## src/hdl/brainfuck_execution_core_assert.svh

```systemverilog
// Assertion macros for the execution core
`ifndef BRAINFUCK_EXECUTION_CORE_ASSERT_SVH
`define BRAINFUCK_EXECUTION_CORE_ASSERT_SVH
`ifndef SYNTHESIS
// Same-cycle implication
`define BFC_ASSERT_IMP(lbl, ante, cons) \
  lbl: assert property (@(posedge clk) disable iff (!rst_n) (ante) |-> (cons)) \
    else $error("bfc assertion failed");
// Next-cycle implication
`define BFC_ASSERT_NXT(lbl, ante, cons) \
  lbl: assert property (@(posedge clk) disable iff (!rst_n) (ante) |=> (cons)) \
    else $error("bfc assertion failed");
`else
`define BFC_ASSERT_IMP(lbl, ante, cons)
`define BFC_ASSERT_NXT(lbl, ante, cons)
`endif
`endif

```

## src/hdl/bfc_pkg.sv

```systemverilog
package bfc_pkg;

  localparam int TAPE_DEPTH  = 32768;
  localparam int STACK_DEPTH = 256;
  localparam int ADDR_WIDTH  = 16;

  localparam int PTR_W  = $clog2(TAPE_DEPTH);
  localparam int SIDX_W = $clog2(STACK_DEPTH);
  localparam int SCNT_W = $clog2(STACK_DEPTH + 1);
  localparam int SKIP_W = 16;

  typedef logic [PTR_W-1:0]      ptr_t;
  typedef logic [SIDX_W-1:0]     sidx_t;
  typedef logic [SCNT_W-1:0]     scnt_t;
  typedef logic [SKIP_W-1:0]     skip_t;
  typedef logic [ADDR_WIDTH-1:0] addr_t;

  localparam skip_t SKIP_MAX = '1;

  // Command characters
  localparam logic [7:0] CH_PLUS  = 8'h2B;
  localparam logic [7:0] CH_MINUS = 8'h2D;
  localparam logic [7:0] CH_COMMA = 8'h2C;
  localparam logic [7:0] CH_DOT   = 8'h2E;
  localparam logic [7:0] CH_RIGHT = 8'h3E;
  localparam logic [7:0] CH_LEFT  = 8'h3C;
  localparam logic [7:0] CH_OPEN  = 8'h5B;
  localparam logic [7:0] CH_CLOSE = 8'h5D;

  typedef enum logic [3:0] {
    OP_NOP,
    OP_INC,
    OP_DEC,
    OP_IN,
    OP_OUT,
    OP_RIGHT,
    OP_LEFT,
    OP_OPEN,
    OP_CLOSE
  } op_t;

  typedef enum logic [1:0] {
    STAT_OK        = 2'd0,
    STAT_OVERFLOW  = 2'd1,
    STAT_UNDERFLOW = 2'd2
  } status_t;

  typedef enum logic {
    RS_CLEAR,
    RS_RUN
  } run_state_t;

  typedef struct packed {
    op_t        op;
    addr_t      addr;
    logic [7:0] in_byte;
  } item_t;

  typedef struct packed {
    logic        out_valid;
    logic [7:0]  out_byte;
    logic        jump;
    logic [15:0] jump_address;
    status_t     status;
  } result_t;

  typedef struct packed {
    logic ready;
    logic clearing;
  } back_ctl_t;

  // Keep the low ADDR_WIDTH bits of a fetch address
  function automatic addr_t addr_in(input logic [15:0] a);
    logic [47:0] t;
    t = 48'(a);
    return t[ADDR_WIDTH-1:0];
  endfunction

  // Low 16 bits of a stored address
  function automatic logic [15:0] addr_out(input addr_t a);
    logic [47:0] t;
    t = 48'(a);
    return t[15:0];
  endfunction

  function automatic ptr_t ptr_inc(input ptr_t p);
    return (p == PTR_W'(TAPE_DEPTH - 1)) ? '0 : ptr_t'(p + 1'b1);
  endfunction

  function automatic ptr_t ptr_dec(input ptr_t p);
    return (p == '0) ? PTR_W'(TAPE_DEPTH - 1) : ptr_t'(p - 1'b1);
  endfunction

endpackage

```

## src/hdl/bfc_front.sv

```systemverilog
module bfc_front (
  input  logic               clk,
  input  logic               rst_n,
  input  logic               push,
  output logic               full,
  input  logic [7:0]         cmd,
  input  logic [15:0]        after_address,
  input  logic [7:0]         in_byte,
  input  bfc_pkg::back_ctl_t back_ctl,
  output bfc_pkg::item_t     head,
  output logic               head_valid
);

  bfc_pkg::item_t q_r [2];
  logic           wptr_r, wptr_nxt;
  logic           rptr_r, rptr_nxt;
  logic [1:0]     cnt_r, cnt_nxt;
  logic           wr_en, rd_en;
  bfc_pkg::item_t item_new;

  // Decode the character into an operation
  function automatic bfc_pkg::op_t classify(input logic [7:0] c);
    bfc_pkg::op_t op;
    case (c)
      bfc_pkg::CH_PLUS:  op = bfc_pkg::OP_INC;
      bfc_pkg::CH_MINUS: op = bfc_pkg::OP_DEC;
      bfc_pkg::CH_COMMA: op = bfc_pkg::OP_IN;
      bfc_pkg::CH_DOT:   op = bfc_pkg::OP_OUT;
      bfc_pkg::CH_RIGHT: op = bfc_pkg::OP_RIGHT;
      bfc_pkg::CH_LEFT:  op = bfc_pkg::OP_LEFT;
      bfc_pkg::CH_OPEN:  op = bfc_pkg::OP_OPEN;
      bfc_pkg::CH_CLOSE: op = bfc_pkg::OP_CLOSE;
      default:           op = bfc_pkg::OP_NOP;
    endcase
    return op;
  endfunction

  // Hold off the feeder while the queue is full or the tape is clearing
  assign full       = (cnt_r == 2'd2) || back_ctl.clearing;
  assign wr_en      = push && !full;
  assign head_valid = (cnt_r != 2'd0);
  assign rd_en      = head_valid && back_ctl.ready;
  assign head       = q_r[rptr_r];

  always_comb begin
    item_new.op      = classify(cmd);
    item_new.addr    = bfc_pkg::addr_in(after_address);
    item_new.in_byte = in_byte;
  end

  // Advance queue pointers
  always_comb begin
    wptr_nxt = wr_en ? !wptr_r : wptr_r;
    rptr_nxt = rd_en ? !rptr_r : rptr_r;
    cnt_nxt  = cnt_r;
    if (wr_en && !rd_en) begin
      cnt_nxt = cnt_r + 2'd1;
    end else if (rd_en && !wr_en) begin
      cnt_nxt = cnt_r - 2'd1;
    end
  end

  always_ff @(posedge clk) begin
    if (!rst_n) begin
      wptr_r <= 1'b0;
      rptr_r <= 1'b0;
      cnt_r  <= 2'd0;
    end else begin
      wptr_r <= wptr_nxt;
      rptr_r <= rptr_nxt;
      cnt_r  <= cnt_nxt;
    end
  end

  // Store the classified transaction
  always_ff @(posedge clk) begin
    if (wr_en) begin
      q_r[wptr_r] <= item_new;
    end
  end

endmodule

```

## config.mk

```make
export PLATFORM = sky130hd
export DESIGN_NAME = bfc_front
export DESIGN_NICKNAME = d
export VERILOG_FILES = /design/src/hdl/brainfuck_execution_core_assert.svh /design/src/hdl/bfc_pkg.sv /design/src/hdl/bfc_front.sv
export SDC_FILE = /design/constraint.sdc
export NUM_CORES = 1
export LEC_CHECK = 0
export BUFFER_PORTS_ARGS = -buffer_cell sky130_fd_sc_hd__buf_2
export CAP_MARGIN = 5
export CORE_MARGIN = 1
export CORE_UTILIZATION = 51
export CTS_CLUSTER_DIAMETER = 120
export DETAILED_ROUTE_END_ITERATION = 7
export PLACE_DENSITY = 0.81
export SETUP_SLACK_MARGIN = 0.5
export SYNTH_ARGS = -nofsm -noshare
export SYNTH_HDL_FRONTEND = slang
export SYNTH_SLANG_ARGS = --single-unit
```

## constraint.sdc

```tcl
create_clock -name clk -period 3.45 [get_ports clk]
set_clock_uncertainty 0.15 [all_clocks]
set_input_delay 0.69 -clock clk [delete_from_list [all_inputs] [get_ports clk]]
set_output_delay 0.69 -clock clk [all_outputs]
set_load 0.02 [all_outputs]
```

==> results.cfg <==
[outcome]
status = completed

[clock_tree]
cts_buffers = 9
cts.reportedPaths.clkPinSlew_ns = 0.06
clock_sinks = 61
cts_max_level = 3
cts_tree = yes
ctsHoldBuffers = 0
clk_latency_ns = 0.32
cts_setup_buffers = 0
cts_resized = 0
cts_max_path_buffers = 2
clockRootBuffer = clkbuf_8

[drt]
drtPass1Iterations = 4
drtIter0Drc = 55
dr_total_vias = 1405
finalWirelength_microns = 4040
vias_per_cell = 5.30
wire_per_inst_microns = 15.3
route.detailed.drc = 0
ant_nets = 0

[setup_path]
reg2regPathDepth = 4
crit_fanout = 15
reg2reg_slack_ns = 1.25
r2r-end = q_r[0][12]
required_ns = 2.61
crit_path_start_kind = flip-flop
endpoint_kind = output port
r2r-start = cnt_r[0]
crit_type = flip-flop to output port
crit_path_end = head[5]
worstPathArrival_ns = 1.92

[placement]
dp_hpwl_microns = 2800
place_ws_ns = 0.961
port_buffers = 66
routabilityCongestion = 0.745

[power]
power_uw = 2060
power_density_nw_per_um2 = 692
peakVddDrop_v = 0.000319
p_leak_uw = 0.00114

[floorplan]
fp.dieH_microns = 70.2
num_io_pins = 67
core_area_sq_um = 4410
die_w_microns = 70.2
row_count = 24
fp.dieArea_sq_um = 4930
start_util_pct = 53.8

[synthesis]
synth_top_area_share_pct = 70.8
synthDistinctLibCells = 27
synth_edf_count = 56
synth_cells = 130
yosysWarnings = 0
synth_seq_cells = 61
synth_flop_cell = edfxtp_1
synth_most_common_cell = edfxtp_1
synthTopCellsByCount = edfxtp_1, mux2_2, and2_1, dfxtp_1
avgSynthCellArea_sq_um = 18.3
yosys-top-cells-area = edfxtp_1, mux2_2, dfxtp_1
synth.largest_area_cell = edfxtp_1
seq_area_frac_synth_pct = 75.0
syn_nets = 168
async_reset_ff_share_pct = 0
syn_area_sq_um = 2370

[global_route]
grt_max_degree = 21
overflow = 0
grt.total_usage_pct = 17.5
grt_pass1_vias = 1392
grt_pass1_wl_microns = 6370
grt_antenna_before_repair = 0

[timing]
setup_viol = 0
hold_viol_final = 0
tightest_slew_ns = 0.619
fin_crit_sh_pct = 79.9
max_freq_mhz = 363
fin_setup_tns_ns = 0
slew_headroom_pct = 58.6
rsz0062_at_grt = no
setup_ws_ns = 0.694
min_period_ns = 2.76
maxSlewViolCount = 0

[worst_hold_path]
hp-class = flip-flop to flip-flop

[layout]
antennaDiodeCount = 0
drive_above_1_share_pct = 54.5
nets = 246
area_delta_synth_final_pct = 25.6
fillers = 306

[run]
drv_cap = 0
==> worst min path at each step <==
stage	start	to	slack (ns)	cells past startpoint
CTS	wptr_r	wptr_r	0.36	2
finish	wptr_r	wptr_r	0.36	2
global route	wptr_r	wptr_r	0.39	2
global placement	wptr_r	wptr_r	0.33	2
detailed placement	wptr_r	wptr_r	0.35	2
floorplan	wptr_r	wptr_r	0.31	2
==> where the power goes <==
group	internal [uW]	switching, uW	total [uW]
Sequential	886	51.3	937
Clock	326	252	578
Combinational	252	296	548
==> final cells by class <==
type                       instances  area [sq um]  share of cell area (%)
multi-input combinational         66           581                    19.5
clock inverter                     6          53.8                    1.80
timing repair buffer              70           373                    12.5
clock buffer                      10           128                    4.28
sequential                        61          1780                    59.8
tap                               52          65.1                    2.18
==> placed cells by master (no fill, tap or decap), drive strengths merged <==
cell	n
o21ai	2
or3b	2
nor2b	2
ha	1
clkinv	5
bufinv	1
nor4b	1
xor2	1
xnor2	2
nand4	2
nor2	2
mux2i	1
or3	1
edfxtp	56
o221ai	1
nor3	1
dfxtp	5
and3b	1
or4b	1
o41ai	2
a21oi	1
clkbuf	10
or2	2
nor3b	2
nand2	3
and2	5
a21boi	1
buf	70
nand2b	1
mux2	28
==> layer usage <==
layer  wire length [microns]  part of all wire, %  up-vias  track usage, %
met5                       0                    0        -               0
met4                      68                  1.7        0            10.0
met3                     225                  5.6        8            4.62
met2                    2140                   53       46            30.5
met1                    1610                   40      686            19.0
li1                        -                    -      665               -
==> registers in the layout (all words and copies together) (netlist names), named ones only <==
register and flops:
wptr_r 1, cnt_r 2, rptr_r 1, q_r 56
==> kinds of logic (layout without fill, tap and decap cells) <==
group,after synthesis,after routing,synth area share [%]
flops,61,61,75.0
mux,29,29,13.7
simple gates,26,26,6.95
compound gates,7,7,2.05
xor+xnor,3,3,1.11
buf+inv,3,86,0.632
fa+ha+maj,1,1,0.527
==> worst max-delay path, stage by stage, from the launching register on <==
cell and delay [ns]:
dfxtp_1 0.71, buf_4 0.35, mux2_2 0.37, buf_2 0.16
==> stage by stage <==
stage / instances / utilization [%] / hold WS [ns] / area (sq um)
2_1_floorplan: 130 / - / 0.312 / 2380
3_3_place_gp: 249 / 63.4 / 0.326 / 2800
3_5_place_dp: 249 / 63.4 / 0.355 / 2800
4_1_cts: 265 / 67.5 / 0.363 / 2980
5_1_grt: 265 / 67.5 / 0.388 / 2980
6_report: 265 / 67.5 / 0.362 / 2980
Note: power is estimated with default switching activity, not from simulation.
