<file path="src/hdl/brainfuck_execution_core_assert.svh">
// Assertion macros for the execution core
`ifndef BRAINFUCK_EXECUTION_CORE_ASSERT_SVH
`define BRAINFUCK_EXECUTION_CORE_ASSERT_SVH
`ifndef SYNTHESIS
// Same-cycle implication
`define BFC_ASSERT_IMP(lbl, ante, cons) \
  lbl: assert property (@(posedge clk) disable iff (!rst_n) (ante) |-> (cons)) \
    else $error("bfc assertion failed");
// Next-cycle implication
`define BFC_ASSERT_NXT(lbl, ante, cons) \
  lbl: assert property (@(posedge clk) disable iff (!rst_n) (ante) |=> (cons)) \
    else $error("bfc assertion failed");
`else
`define BFC_ASSERT_IMP(lbl, ante, cons)
`define BFC_ASSERT_NXT(lbl, ante, cons)
`endif
`endif

</file>
<file path="src/hdl/bfc_pkg.sv">
package bfc_pkg;

  localparam int TAPE_DEPTH  = 32768;
  localparam int STACK_DEPTH = 256;
  localparam int ADDR_WIDTH  = 16;

  localparam int PTR_W  = $clog2(TAPE_DEPTH);
  localparam int SIDX_W = $clog2(STACK_DEPTH);
  localparam int SCNT_W = $clog2(STACK_DEPTH + 1);
  localparam int SKIP_W = 16;

  typedef logic [PTR_W-1:0]      ptr_t;
  typedef logic [SIDX_W-1:0]     sidx_t;
  typedef logic [SCNT_W-1:0]     scnt_t;
  typedef logic [SKIP_W-1:0]     skip_t;
  typedef logic [ADDR_WIDTH-1:0] addr_t;

  localparam skip_t SKIP_MAX = '1;

  // Command characters
  localparam logic [7:0] CH_PLUS  = 8'h2B;
  localparam logic [7:0] CH_MINUS = 8'h2D;
  localparam logic [7:0] CH_COMMA = 8'h2C;
  localparam logic [7:0] CH_DOT   = 8'h2E;
  localparam logic [7:0] CH_RIGHT = 8'h3E;
  localparam logic [7:0] CH_LEFT  = 8'h3C;
  localparam logic [7:0] CH_OPEN  = 8'h5B;
  localparam logic [7:0] CH_CLOSE = 8'h5D;

  typedef enum logic [3:0] {
    OP_NOP,
    OP_INC,
    OP_DEC,
    OP_IN,
    OP_OUT,
    OP_RIGHT,
    OP_LEFT,
    OP_OPEN,
    OP_CLOSE
  } op_t;

  typedef enum logic [1:0] {
    STAT_OK        = 2'd0,
    STAT_OVERFLOW  = 2'd1,
    STAT_UNDERFLOW = 2'd2
  } status_t;

  typedef enum logic {
    RS_CLEAR,
    RS_RUN
  } run_state_t;

  typedef struct packed {
    op_t        op;
    addr_t      addr;
    logic [7:0] in_byte;
  } item_t;

  typedef struct packed {
    logic        out_valid;
    logic [7:0]  out_byte;
    logic        jump;
    logic [15:0] jump_address;
    status_t     status;
  } result_t;

  typedef struct packed {
    logic ready;
    logic clearing;
  } back_ctl_t;

  // Keep the low ADDR_WIDTH bits of a fetch address
  function automatic addr_t addr_in(input logic [15:0] a);
    logic [47:0] t;
    t = 48'(a);
    return t[ADDR_WIDTH-1:0];
  endfunction

  // Low 16 bits of a stored address
  function automatic logic [15:0] addr_out(input addr_t a);
    logic [47:0] t;
    t = 48'(a);
    return t[15:0];
  endfunction

  function automatic ptr_t ptr_inc(input ptr_t p);
    return (p == PTR_W'(TAPE_DEPTH - 1)) ? '0 : ptr_t'(p + 1'b1);
  endfunction

  function automatic ptr_t ptr_dec(input ptr_t p);
    return (p == '0) ? PTR_W'(TAPE_DEPTH - 1) : ptr_t'(p - 1'b1);
  endfunction

endpackage

</file>
<file path="src/hdl/bfc_outq.sv">
module bfc_outq (
  input  logic             clk,
  input  logic             rst_n,
  input  logic             res_push,
  input  bfc_pkg::result_t res,
  output logic             res_ready,
  input  logic             pop,
  output logic             empty,
  output bfc_pkg::result_t head
);

  bfc_pkg::result_t q_r [2];
  logic             wptr_r, wptr_nxt;
  logic             rptr_r, rptr_nxt;
  logic [1:0]       cnt_r, cnt_nxt;
  logic             rd_en;

  assign empty     = (cnt_r == 2'd0);
  assign rd_en     = pop && !empty;
  assign res_ready = (cnt_r != 2'd2) || pop;
  assign head      = q_r[rptr_r];

  // Advance queue pointers
  always_comb begin
    wptr_nxt = res_push ? !wptr_r : wptr_r;
    rptr_nxt = rd_en ? !rptr_r : rptr_r;
    cnt_nxt  = cnt_r;
    if (res_push && !rd_en) begin
      cnt_nxt = cnt_r + 2'd1;
    end else if (rd_en && !res_push) begin
      cnt_nxt = cnt_r - 2'd1;
    end
  end

  always_ff @(posedge clk) begin
    if (!rst_n) begin
      wptr_r <= 1'b0;
      rptr_r <= 1'b0;
      cnt_r  <= 2'd0;
    end else begin
      wptr_r <= wptr_nxt;
      rptr_r <= rptr_nxt;
      cnt_r  <= cnt_nxt;
    end
  end

  // Hold results until popped
  always_ff @(posedge clk) begin
    if (res_push) begin
      q_r[wptr_r] <= res;
    end
  end

endmodule

</file>
<file path="config.mk">
export PLATFORM = sky130hd
export DESIGN_NAME = bfc_outq
export DESIGN_NICKNAME = d
export VERILOG_FILES = /design/src/hdl/brainfuck_execution_core_assert.svh /design/src/hdl/bfc_pkg.sv /design/src/hdl/bfc_outq.sv
export SDC_FILE = /design/constraint.sdc
export NUM_CORES = 1
export LEC_CHECK = 0
export CAP_MARGIN = 20
export CORE_MARGIN = 2
export CORE_UTILIZATION = 45
export CTS_CLUSTER_SIZE = 8
export DETAILED_ROUTE_END_ITERATION = 6
export DONT_BUFFER_PORTS = 1
export PLACE_DENSITY = 0.65
export SETUP_SLACK_MARGIN = 0.5
export SKIP_CTS_REPAIR_TIMING = 1
export SYNTH_ARGS = -nofsm -noshare
export SYNTH_HDL_FRONTEND = slang
export SYNTH_SLANG_ARGS = --single-unit
</file>
<file path="constraint.sdc">
create_clock -name clk -period 3.4 [get_ports clk]
set_clock_uncertainty 0.15 [all_clocks]
set_input_delay 0.85 -clock clk [delete_from_list [all_inputs] [get_ports clk]]
set_output_delay 0.85 -clock clk [all_outputs]
set_load 0.01 [all_outputs]
</file>
==> results of run 1 <==
-- flip-flops by register name, summed over array words and instances (netlist names), named ones only --
name and count:
cnt_r 2, rptr_r 1, wptr_r 1, q_r 56
-- stage by stage --
| step | hold WS (ns) | util (%) |
|---|---|---|
| floorplan | 0.3331 | - |
| global placement | 0.3442 | 49.05 |
| detailed placement | 0.3690 | 49.05 |
| CTS | 0.3815 | 53.39 |
| global route | 0.4088 | 53.39 |
| finish | 0.3804 | 53.39 |
-- worst max-delay path, stage by stage, from the launching register on --
cell	delay, ns
dfxtp_1	0.42
buf_4	0.36
mux2_2	0.42
-- worst min path at each step --
stage | start | endpoint | slack (ns)
after floorplan | cnt_r[1] | cnt_r[1] | 0.33
after global placement | cnt_r[1] | cnt_r[1] | 0.34
after detailed placement | cnt_r[1] | cnt_r[1] | 0.37
after CTS | cnt_r[1] | cnt_r[1] | 0.38
after global routing | cnt_r[1] | cnt_r[1] | 0.41
final | cnt_r[1] | cnt_r[1] | 0.38
-- cells in the mapped netlist --
master    number  share of area (%)
edfxtp_1      56                 75
mux2_2        28                 14
dfxtp_1        5                4.5
and2_1         4                1.1
buf_4          2               0.67
nor2_1         2               0.34
nor2b_1        2               0.56
xnor2_1        2               0.78
a21boi_1       1               0.34
buf_2          1               0.22
ha_1           1               0.56
nand2_1        1               0.17
o21a_1         1               0.34
o21ai_0        1               0.22
o21ai_1        1               0.22
or3_1          1               0.28
xor2_1         1               0.39
-- logic make-up (layout without fill, tap and decap cells) --
kind of cell    Yosys count  after routing
mux                      28             28
flops                    61             61
buf+inv                   3             20
simple gates             10             10
fa+ha+maj                 1              1
xor+xnor                  3              3
compound gates            4              4
-- layout by cell type, fill, tap and decap left out --
| cell | Yosys | layout |
|---|---|---|
| o21ai_0 | 1 | 1 |
| clkbuf_1 | 0 | 2 |
| bufinv_16 | 0 | 2 |
| and2_1 | 4 | 4 |
| nand2_1 | 1 | 1 |
| clkinv_2 | 0 | 3 |
| o21ai_1 | 1 | 1 |
| dfxtp_1 | 5 | 5 |
| clkbuf_8 | 0 | 9 |
| a21boi_1 | 1 | 1 |
| edfxtp_1 | 56 | 56 |
| mux2_2 | 28 | 28 |
| nor2_1 | 2 | 2 |
| nor2b_1 | 2 | 1 |
| ha_1 | 1 | 1 |
| or3_1 | 1 | 1 |
| buf_4 | 2 | 4 |
| xor2_1 | 1 | 1 |
| o21a_1 | 1 | 1 |
| nor2b_2 | 0 | 1 |
| xnor2_1 | 2 | 2 |
-- cell type report --
class                   instances  area share, %
clock inverters                 5          2.957
repair buffers                  4          1.183
flip-flops and latches         61          70.18
multi-input cells              46          17.20
clock buffers                  11          5.175
well taps                      67          3.302
-- power by group --
part / total [W] / internal (W) / leakage [nW] / switching, W
clock: 0.000666 / 0.000409 / 0.107 / 0.000257
sequential: 0.000915 / 0.000882 / 0.567 / 0.0000339
combinational: 0.000341 / 0.000158 / 0.169 / 0.000183
-- routing by layer --
metal  vias to the layer above  part of all wire, %
li1                        448                    -
met1                       477                   36
met2                        46                   51
met3                         8                   11
met4                         0                  2.2
met5                         -                    0
==> impl_metrics.ini, run 1 <==
[timing]
setup_viol = 0
finalHoldViolations = 0
setup_tns_ns = 0
min_period_ns = 2.531
worstMarginPinSlew_ns = 0.7131
worst_slack_ns = 0.8692
slew_headroom_pct = 52.46
fin_crit_sh_pct = 74.44
max_freq_mhz = 395.1
rsz0062_at_grt = no
slew_violations = 0

[power_and_ir_drop]
fin_total_pwr_w = 0.001923
ir_worst_vdd_uv = 393.1
power.density_mw_per_mm2 = 757.5
p_leak_nw = 0.8431

[clock_network]
numCtsBuffers = 9
h-tree-depth = 3
clock_sinks = 61
insertion_delay_ns = 0.33
cts_tree = yes
clk_pin_slew_ns = 0.06
cts_root_buffer = clkbuf_8
clockBufferDepth = 2

[final_layout]
drive_above_1_share_pct = 37.01
syn2layout_area_growth_pct = 13.54
diodes = 0
final_cells = 194
regArea_mm2 = 0.001782
multi_input_area_um2 = 436.7
fillCellCount = 410
final_area_mm2 = 0.002539
fin_nets = 155

[synthesis]
synth_seq_area_share_pct = 79.69
netlist_instances = 110
syn_area_per_cell_um2 = 20.33
synth_cell_types = 17
synth_seq_cells = 61
synth_adder_area_share_pct = 0.5596
synth_top_family_by_area = multiplexers
syn_area_mm2 = 0.002236
yosys.area_share.simple_pct = 2.462
synth_xor_area_share_pct = 1.175
muxShareOfSynthArea_pct = 14.10
ys_warn_count = 0
synth_nets = 143
synth_compound_area_share_pct = 1.119

[setup_path]
r2r-end = q_r[1][10]
reg2reg_slack_ns = 1.64
critPathKind = flop to output pin
arrival_ns = 1.53
worst-r2r-cell-count = 2
start_kind = flop
path_max_fanout = 24
crit_end = head[2]
end_kind = output pin
rr_startpoint = wptr_r
cp.required_ns = 2.40

[placed_design]
dp_hpwl_um = 2459
routabilityCongestion = 0.6311
dp.cells = 178
io_buffer_count = 0
dp_worst_setup_slack_ns = 1.099
postPlaceCellArea_mm2 = 0.002332

[drt]
viasPerCell = 5.046
drt-total-wl_um = 3611
wl_per_cell_um = 18.61
drc_errors = 0
vias = 979
ant_nets = 0
drtIter0Drc = 46
dr.pass1.iters = 4

[floorplan]
ios = 62
die_y_um = 74.49
start_util_pct = 47.03
dieArea_mm2 = 0.005549
fp-row-count = 25
die_w_um = 74.49
coreArea_mm2 = 0.004755

[global_route]
grt_pass1_vias = 1081
grtUsageMet1_pct = 14.23
grt_pass1_wl_um = 5395
grt_max_degree = 25
overflow = 0
grt.met2_usage_pct = 23.01
track_usage_pct = 14.47
antenna_found_initial = 0
top_usage_layer = met2
use_met3_pct = 9.350

[hold_path]
hold_depth = 2
hold_class = flop to flop

[job]
maxCapViolations = 0

[run_status]
status = finished clean
(Power assumes the default switching activity.)
==> run 2, diff against run 1 <==
--- a/config.mk
+++ b/config.mk
@@ -11,7 +11,7 @@
 export CTS_CLUSTER_SIZE = 8
 export DETAILED_ROUTE_END_ITERATION = 6
 export DONT_BUFFER_PORTS = 1
-export PLACE_DENSITY = 0.65
+export PLACE_DENSITY = 0.67
 export SETUP_SLACK_MARGIN = 0.5
 export SKIP_CTS_REPAIR_TIMING = 1
 export SYNTH_ARGS = -nofsm -noshare
==> constraint.sdc (replaced) <==
create_clock -name clk -period 2.3 [get_ports clk]
set_clock_uncertainty 0.15 [all_clocks]
set_input_delay 0.575 -clock clk [delete_from_list [all_inputs] [get_ports clk]]
set_output_delay 0.575 -clock clk [all_outputs]
set_load 0.01 [all_outputs]
==> impl_metrics.ini, run 2 (synthesized netlist as in run 1, its figures left out) <==
[run_status]
status = finished clean

[timing]
min_period_ns = 1.962
fin_crit_sh_pct = 85.31
slew_violations = 0
rsz0062_at_grt = yes
setup_tns_ns = 0
finalHoldViolations = 0
worst_slack_ns = 0.3378
worstMarginPinSlew_ns = 0.4074
max_freq_mhz = 509.6
slew_headroom_pct = 72.78
setup_viol = 0

[global_route]
grt_pass1_wl_um = 4892
top_usage_layer = met2
grt_pass1_vias = 1003
use_met3_pct = 7.453
grt_max_degree = 19
grt.met2_usage_pct = 21.44
track_usage_pct = 13.01
overflow = 0
antenna_found_initial = 0
grtUsageMet1_pct = 12.93

[drt]
vias = 1023
drt-total-wl_um = 3827
wl_per_cell_um = 19.33
drc_errors = 0
viasPerCell = 5.167
ant_nets = 0
drtIter0Drc = 86
dr.pass1.iters = 4

[final_layout]
largestRegisters = q_r x56, cnt_r x2
drive_above_1_share_pct = 40.46
mostFrequentLayoutCells = edfxtp_1 (56), mux2_4 (28), clkbuf_8 (9), clkinv_2 (4), dfxtp_1 (4)
diodes = 0
top_register = q_r
syn2layout_area_growth_pct = 23.00
layout_commonest_cell = edfxtp_1
largest_register_ffs = 56
finish.utilization_pct = 57.84
fin_nets = 159

[setup_path]
crit_chain = clkbuf_16 > mux2_4
cp.required_ns = 1.57
critPathKind = flop to output pin
crit_path_max_incr_delay_ns = 0.43
cp_num_cells = 2
worst-r2r-cell-count = 4
reg2reg_slack_ns = 0.71
start_kind = flop
end_kind = output pin
critPathSlowestCell = dfxtp_4
path_max_fanout = 6
cp.buffers_inverters = 1
arrival_ns = 1.24
crit_family = flip-flops

[hold_path]
hold_class = input pin to flop
hold_depth = 0

[clock_network]
cts_tree = yes
insertion_delay_ns = 0.31
clk_pin_slew_ns = 0.07
h-tree-depth = 3
numCtsBuffers = 9
cts_root_buffer = clkbuf_8
clock_sinks = 61
clockBufferDepth = 2

[floorplan]
start_util_pct = 47.03
dieArea_mm2 = 0.005549
fp-row-count = 25
ios = 62
die_w_um = 74.49
die_y_um = 74.49
coreArea_mm2 = 0.004755

[power_and_ir_drop]
p_leak_nw = 0.9855
p_switching_w = 0.0007814
ir_worst_vdd_uv = 609.3
comb_power_share_pct = 25.7
switching_share_pct = 25.77
power.density_mw_per_mm2 = 1103
clockPowerShare_pct = 28.8
p_int_w = 0.002251
power_frac_seq_pct = 45.4

[placed_design]
dp_worst_setup_slack_ns = 0.5835
io_buffer_count = 0
routabilityCongestion = 0.6144

[job]
maxCapViolations = 0
==> run 2: final cells by class <==
type	instances	area [µm²]
Multi-Input combinational cell	46	548.0
Clock inverter	6	53.80
Fill cell	379	2004
Sequential cell	61	1785
Clock buffer	10	127.6
Tap cell	67	83.83
Timing Repair Buffer	8	151.4
==> run 2: final timing paths <==
check                              start    endpoint
worst max-delay path                flop    head[15]
worst min-delay path             res[23]  q_r[1][23]
worst min register to register  cnt_r[1]    cnt_r[1]
worst max register to register  cnt_r[0]    cnt_r[1]
==> run 2: through the flow <==
| step | hold slack [ns] | power (W) | area [µm²] | instances |
|---|---|---|---|---|
| after floorplan | 0.3331 | 0.001814 | 2245 | 110 |
| after global placement | 0.3445 | 0.001884 | 2364 | 178 |
| after detailed placement | 0.3663 | 0.001904 | 2364 | 178 |
| after CTS | 0.1751 | 0.002779 | 2545 | 194 |
| after global routing | 0.1649 | 0.003163 | 2750 | 198 |
| final | 0.1942 | 0.003032 | 2750 | 198 |
==> run 2: metal layers <==
metal,vias up,wire [µm]
met1,520,1515
met5,-,0
met4,0,40
met3,5,279
li1,456,-
met2,42,1992
==> run 2: power by group through the flow <==
stage          clock [W]  sequential [W]  combinational [W]
2_1_floorplan          0         0.00136           0.000459
3_3_place_gp           0         0.00136           0.000523
3_5_place_dp           0         0.00137           0.000535
4_1_cts         0.000895         0.00134           0.000539
5_1_grt         0.000941         0.00139           0.000833
6_report        0.000873         0.00138           0.000781
